### config.mk
export PLATFORM = sky130hd
export DESIGN_NAME = qrs_sqrt
export DESIGN_NICKNAME = d
export VERILOG_FILES = /design/src/quadratic_root_solver_unit_defines.svh /design/src/qrs_sqrt.sv
export SDC_FILE = /design/constraint.sdc
export NUM_CORES = 2
export LEC_CHECK = 0
export BUFFER_PORTS_ARGS = -buffer_cell sky130_fd_sc_hd__buf_2
export CAP_MARGIN = 20
export CORE_MARGIN = 5
export CORE_UTILIZATION = 43
export CTS_CLUSTER_DIAMETER = 50
export DETAILED_ROUTE_END_ITERATION = 12
export PLACE_DENSITY = 0.65
export SYNTH_ARGS = -nofsm -noshare
export SYNTH_HDL_FRONTEND = slang
export SYNTH_MEMORY_MAX_BITS = 65536
export SYNTH_SLANG_ARGS = --single-unit
### constraint.sdc
create_clock -name clk_i -period 7.1 [get_ports clk_i]
set_clock_uncertainty 0.1 [all_clocks]
set_input_delay 1.42 -clock clk_i [delete_from_list [all_inputs] [get_ports clk_i]]
set_output_delay 1.42 -clock clk_i [all_outputs]
set_load 0.02 [all_outputs]
### src/quadratic_root_solver_unit_defines.svh
// assertion helpers for the quadratic root solver
`ifndef QUADRATIC_ROOT_SOLVER_UNIT_DEFINES_SVH
`define QUADRATIC_ROOT_SOLVER_UNIT_DEFINES_SVH

// same-cycle implication, checked at every clock edge outside reset
`define QRS_ASSERT_IMPL(label, ante, cons, msg) \
  label: assert property (@(posedge clk_i) disable iff (!rst_ni) (ante) |-> (cons)) \
    else $error(msg);

// next-cycle implication
`define QRS_ASSERT_NEXT(label, ante, cons, msg) \
  label: assert property (@(posedge clk_i) disable iff (!rst_ni) (ante) |=> (cons)) \
    else $error(msg);

`endif

### src/qrs_sqrt.sv
`timescale 1ns / 1ps
// ----------------------------------------------------------------------------
// qrs_sqrt
// Pipelined integer square root, one result bit per stage, tag carried along.
// ----------------------------------------------------------------------------
module qrs_sqrt #(
  parameter int XW = 66,
  parameter int TW = 1
) (
  input  logic                clk_i,
  input  logic                rst_ni,
  input  logic                en_i,
  input  logic                valid_i,
  input  logic [XW-1:0]       x_i,
  input  logic [TW-1:0]       tag_i,
  output logic                valid_o,
  output logic [XW/2-1:0]     root_o,
  output logic [TW-1:0]       tag_o
);

  localparam int RW = XW / 2;

  typedef struct packed {
    logic [XW-1:0] x;
    logic [RW+1:0] rem;
    logic [RW-1:0] root;
  } step_t;

  function automatic step_t sq_step(step_t p);
    logic [RW+3:0] r2;
    logic [RW+3:0] t;
    step_t         n;
    r2  = {p.rem, p.x[XW-1 -: 2]};
    t   = (RW+4)'({p.root, 2'b01});
    n.x = p.x << 2;
    if (r2 >= t) begin
      n.rem  = (RW+2)'(r2 - t);
      n.root = {p.root[RW-2:0], 1'b1};
    end else begin
      n.rem  = (RW+2)'(r2);
      n.root = {p.root[RW-2:0], 1'b0};
    end
    return n;
  endfunction

  step_t         st_q  [RW];
  logic [TW-1:0] tag_q [RW];
  logic [RW-1:0] vld_q;
  step_t         init;

  assign init = '{x: x_i, rem: '0, root: '0};

  always_ff @(posedge clk_i or negedge rst_ni) begin
    if (!rst_ni) begin
      vld_q <= '0;
    end else if (en_i) begin
      vld_q <= {vld_q[RW-2:0], valid_i};
    end
  end

  always_ff @(posedge clk_i) begin
    if (en_i) begin
      st_q[0]  <= sq_step(init);
      tag_q[0] <= tag_i;
      for (int k = 1; k < RW; k++) begin
        st_q[k]  <= sq_step(st_q[k-1]);
        tag_q[k] <= tag_q[k-1];
      end
    end
  end

  assign valid_o = vld_q[RW-1];
  assign root_o  = st_q[RW-1].root;
  assign tag_o   = tag_q[RW-1];

endmodule

# Word-level counts from Yosys, hierarchy flattened
# Memory sizes are Yosys's and may differ from the RTL's.
# Index checks and enable logic that the tools add are counted.
[word_totals]
register_bits = 33
ram_bits = 4389
inputBits = 71
word_cells = 137
n_memories = 2
[classes]
n_addsub = 33
n_lt_le_gt_ge = 33
mux = 68
[memory_table]
columns = ["name", "words", "width", "rd", "rd_ports_with_merged_regs", "wr", "line_no", "source"]
rows = [
  ["st_q", 33, 132, 33, 0, 33, "qrs_sqrt.sv:46", "step_t st_q [RW];"],
  ["tag_q", 33, 1, 33, 0, 33, "qrs_sqrt.sv:47", "logic [TW-1:0] tag_q [RW];"],
]
[ops]
columns = ["operator", "n"]
rows = [
  ["two-way mux 68 bit", 66],
  [">= comparator 37 x 35 -> 1 bit", 32],
  ["subtractor 35 bit", 32],
  ["subtractor 2 x 1 -> 3 bit, second input constant", 1],
  [">= comparator 2 x 1 -> 1 bit, second input constant", 1],
  ["two-way mux 1 bit", 2],
]

# Logic depth before layout (Yosys ltp)
# An unclocked memory read counts as a cell.
[depth]
ltp_word = 4
mapped_depth = 15
depth_no_buf = 13

# Least setup slack after synthesis
# OpenSTA, ideal clock, no wires.
[synth_timing]
path_type = "reg-to-reg"
start = "memory st_q[0][2547] (netlist bit)"
end = "memory st_q[0][2689] (netlist bit) (data pin)"
setup_ps = 256
arrival_ps = 3370
required_time_ps = 6744
path_slack_ps = 3374
path_stages_with_launch = 13
period_less_slack_ps = 3726
path_cell_list = "edfxtp_1 ha_1 a21oi_1 o21ai_1 a221o_1 a21oi_1 a21oi_1 a2111oi_0 o21ai_0 a21oi_1 clkbuf_1 nor2_1 a22o_1"
[synth_lines]
columns = ["element", "line_no"]
rows = [
  ["from (decl)", "qrs_sqrt.sv:46"],
]

==> impl_metrics.py <==
metrics = {
    "sta": {
        "clock.fmax_mhz": 223,
        "setup_tns_ns": 0,
        "timing.hold.ws_ns": 0.303,
        "slew_violations": 0,
        "hold_violations": 0,
        "layout_setup_ws_ns": 2.62,
        "fin_crit_sh_pct": 63.1,
        "tightest_slew_ns": 1.05,
        "rsz0062_at_grt": "no",
        "setup_violations": 0,
        "maxSlewHeadroom_pct": 29.0,
        "min_period_ns": 4.48,
    },
    "placement": {
        "place_area_sq_um": 132000,
        "hpwl_mm": 188,
        "port_buffers": 105,
        "dp_worst_setup_slack_ns": 2.38,
        "dp.cells": 13667,
        "place.gp.congestion": 0.896,
    },
    "setup_path": {
        "cp-start-kind": "flip-flop",
        "cp_cell_sequence": "ha_1, o21a_1, o21ai_0, a21oi_1, o41ai_1, a2111oi_0, a211o_1, nand3_1, or2_2, nor4_1, xor2_1",
        "crit_type": "flip-flop to flip-flop",
        "max_stage_delay_ns": 0.83,
        "cp.arrival_ns": 5.02,
        "cp_max_fo": 30,
        "cp.required_ns": 7.64,
        "slowest_stage": "a211o_1",
        "critPathCaptureType": "flip-flop",
    },
    "synthesis": {
        "synth_cells": 9767,
        "synth_compound_area_share_pct": 9.62,
        "synthMuxAreaShare_pct": 0.761,
        "synth_edf_count": 2717,
        "synthArstFlopShare_pct": 1.20,
        "synth_adder_area_share_pct": 5.88,
        "yosysSeqAreaShare_pct": 65.0,
        "synth_area_sq_um": 127000,
        "netlist-cell-type-count": 88,
        "synth_fp_nets": 10434,
        "syn_avg_cell_area_sq_um": 13.0,
        "synth_top_family_by_area": "simple AND/OR/NAND/NOR gates",
        "synth_xor_area_share_pct": 6.22,
        "synthFlopType": "edfxtp_1",
        "yosysWarnings": 0,
        "yosys.area_share.simple_pct": 9.74,
        "synth_seq_cells": 2750,
    },
    "grt": {
        "grt-ovfl-total": 0,
        "grt_max_degree": 176,
        "grt_pass1_vias": 76261,
        "antenna_found_initial": 3,
        "grt_pass1_wl_mm": 417,
        "grt_util_met2_pct": 29.5,
        "grt_usage_pct": 16.7,
        "top_usage_layer": "met2",
        "met3_usage_pct": 2.24,
        "met1_usage_pct": 20.9,
    },
    "floorplan": {
        "die-area_sq_um": 306000,
        "die_h_microns": 553,
        "placementRows": 199,
        "start_util_pct": 43.2,
        "io_pins": 106,
        "core_sq_um": 294000,
        "dieWidth_microns": 553,
    },
    "final_layout": {
        "drive_gt1_share_pct": 8.33,
        "final_common_cell": "edfxtp_1",
        "final_core_util_pct": 49.0,
        "layout_common_cells": "edfxtp_1, inv_1, nand2_1",
        "fin_cells": 14303,
        "area_growth_pct": 13.6,
        "layout.nets": 10772,
        "fillers": 25240,
        "stdcell_area_sq_um": 144000,
    },
    "drt": {
        "drt_iter0_markers": 5641,
        "num_vias": 76178,
        "wl_per_cell_microns": 18.4,
        "wirelength_mm": 264,
        "drc_errors": 0,
        "vias_per_cell": 5.33,
        "dr.pass1.iters": 6,
        "ant_nets": 0,
    },
    "clock_tree": {
        "post_cts_buffers": 0,
        "clk_pin_slew_ns": 0.06,
        "cts_hold_buf": 0,
        "cts_tree": "yes",
        "cts.htree.levels": 5,
        "cts_root_buf": "clkbuf_16",
        "cts-buffers-inserted": 354,
        "cts.repair.resized": 0,
        "cts_buffer_depth": 4,
        "clk_latency_ns": 0.94,
        "clkSinkCount": 2750,
    },
    "outcome": {
        "status": "completed",
    },
    "pwr": {
        "leakagePower_nw": 54.7,
        "power.density_nw_per_um2": 338,
        "finalPower_mw": 48.7,
        "peakVddDrop_uv": 235,
    },
    "min_path": {
        "hold_class": "flip-flop to flip-flop",
    },
    "flow_run": {
        "maxCapViolCount": 0,
    },
}
-- worst max-delay path, delay by kind of cell (launching register included) --
kind | cells | cell delay, ns
AO/OA/AOI/OAI | 6 | 2.02
XOR/XNOR | 1 | 0.11
adder cells (fa/ha/maj) | 1 | 0.38
flip-flops | 1 | 0.41
AND/OR/NAND/NOR | 3 | 1.15
-- path summary, 6_finish.rpt --
path,endpoint,cells after the start,slack [ns],start
max,st_q[0][1781],11,2.62,st_q[0][1617]
min,st_q[0][3561],0,0.30,st_q[0][3427]
max reg2reg,st_q[0][1781],11,2.62,st_q[0][1617]
min reg2reg,st_q[0][3561],0,0.30,st_q[0][3427]
max in group asynchronous,vld_q[16],1,5.98,rst_ni
min in group asynchronous,vld_q[0],1,0.46,rst_ni
-- Yosys cell counts, types with 38 or more instances --
master       n  area (sq um)
a21o_1     251          1880
ha_1       596          7460
inv_1      743          2790
nand2_1    718          2700
nor2_1     530          1990
nor4_1     129           807
a21oi_1    551          2760
mux2_2      69           777
o21bai_1    64           480
edfxtp_1  2717         81600
nand4_1     93           582
o31ai_1     55           413
o21a_1     109           818
xnor2_1    419          3670
or3_1      109           682
a211oi_1    51           383
o21ai_0    598          2990
nor2b_1     79           494
a31oi_1     45           282
xor2_1     481          4210
nand3_1    172           861
or2_2       38           238
clkbuf_1   166           623
or4_1       66           495
nand2b_1   127           795
and3_1      57           357
nor3_1     252          1260
-- cells by family after synthesis --
| family | Yosys count |
|---|---|
| AOI/OAI and AO/OA | 1986 |
| other | 1 |
| adders and majority gates | 596 |
| and+or+nand+nor | 2508 |
| xor gates and xnor gates | 900 |
| muxes | 87 |
| DFF | 2750 |
| buffers and inverters | 939 |
-- state kept, by name (all words and copies together) (netlist names) --
name	cells
st_q	2684
tag_q	33
vld_q	33
-- report_power, final --
group          total (mW)  switching [mW]  internal [mW]
combinational        9.11            5.34           3.77
sequential           22.0            1.44           20.6
clock                17.6            6.99           10.6
total                48.7            13.8           34.9
-- area by class of cell --
class	count	area (sq um)	share of cell area, %
Antenna cell	5	12.5	0.00869
Clock buffer	405	9160	6.36
Clock inverter	225	2510	1.74
Inverter	751	2820	1.96
Multi-Input combinational cell	6078	41000	28.4
Sequential cell	2750	82400	57.2
Tap cell	3919	4900	3.40
Timing Repair Buffer	170	1250	0.870
-- routing by layer --
metal  wire length [microns]  share of wire (%)
met5                      13             0.0049
met4                    9950                3.8
met3                   10400                3.9
met2                  132000                 50
met1                  111000                 42
(Power assumes the default switching activity.)
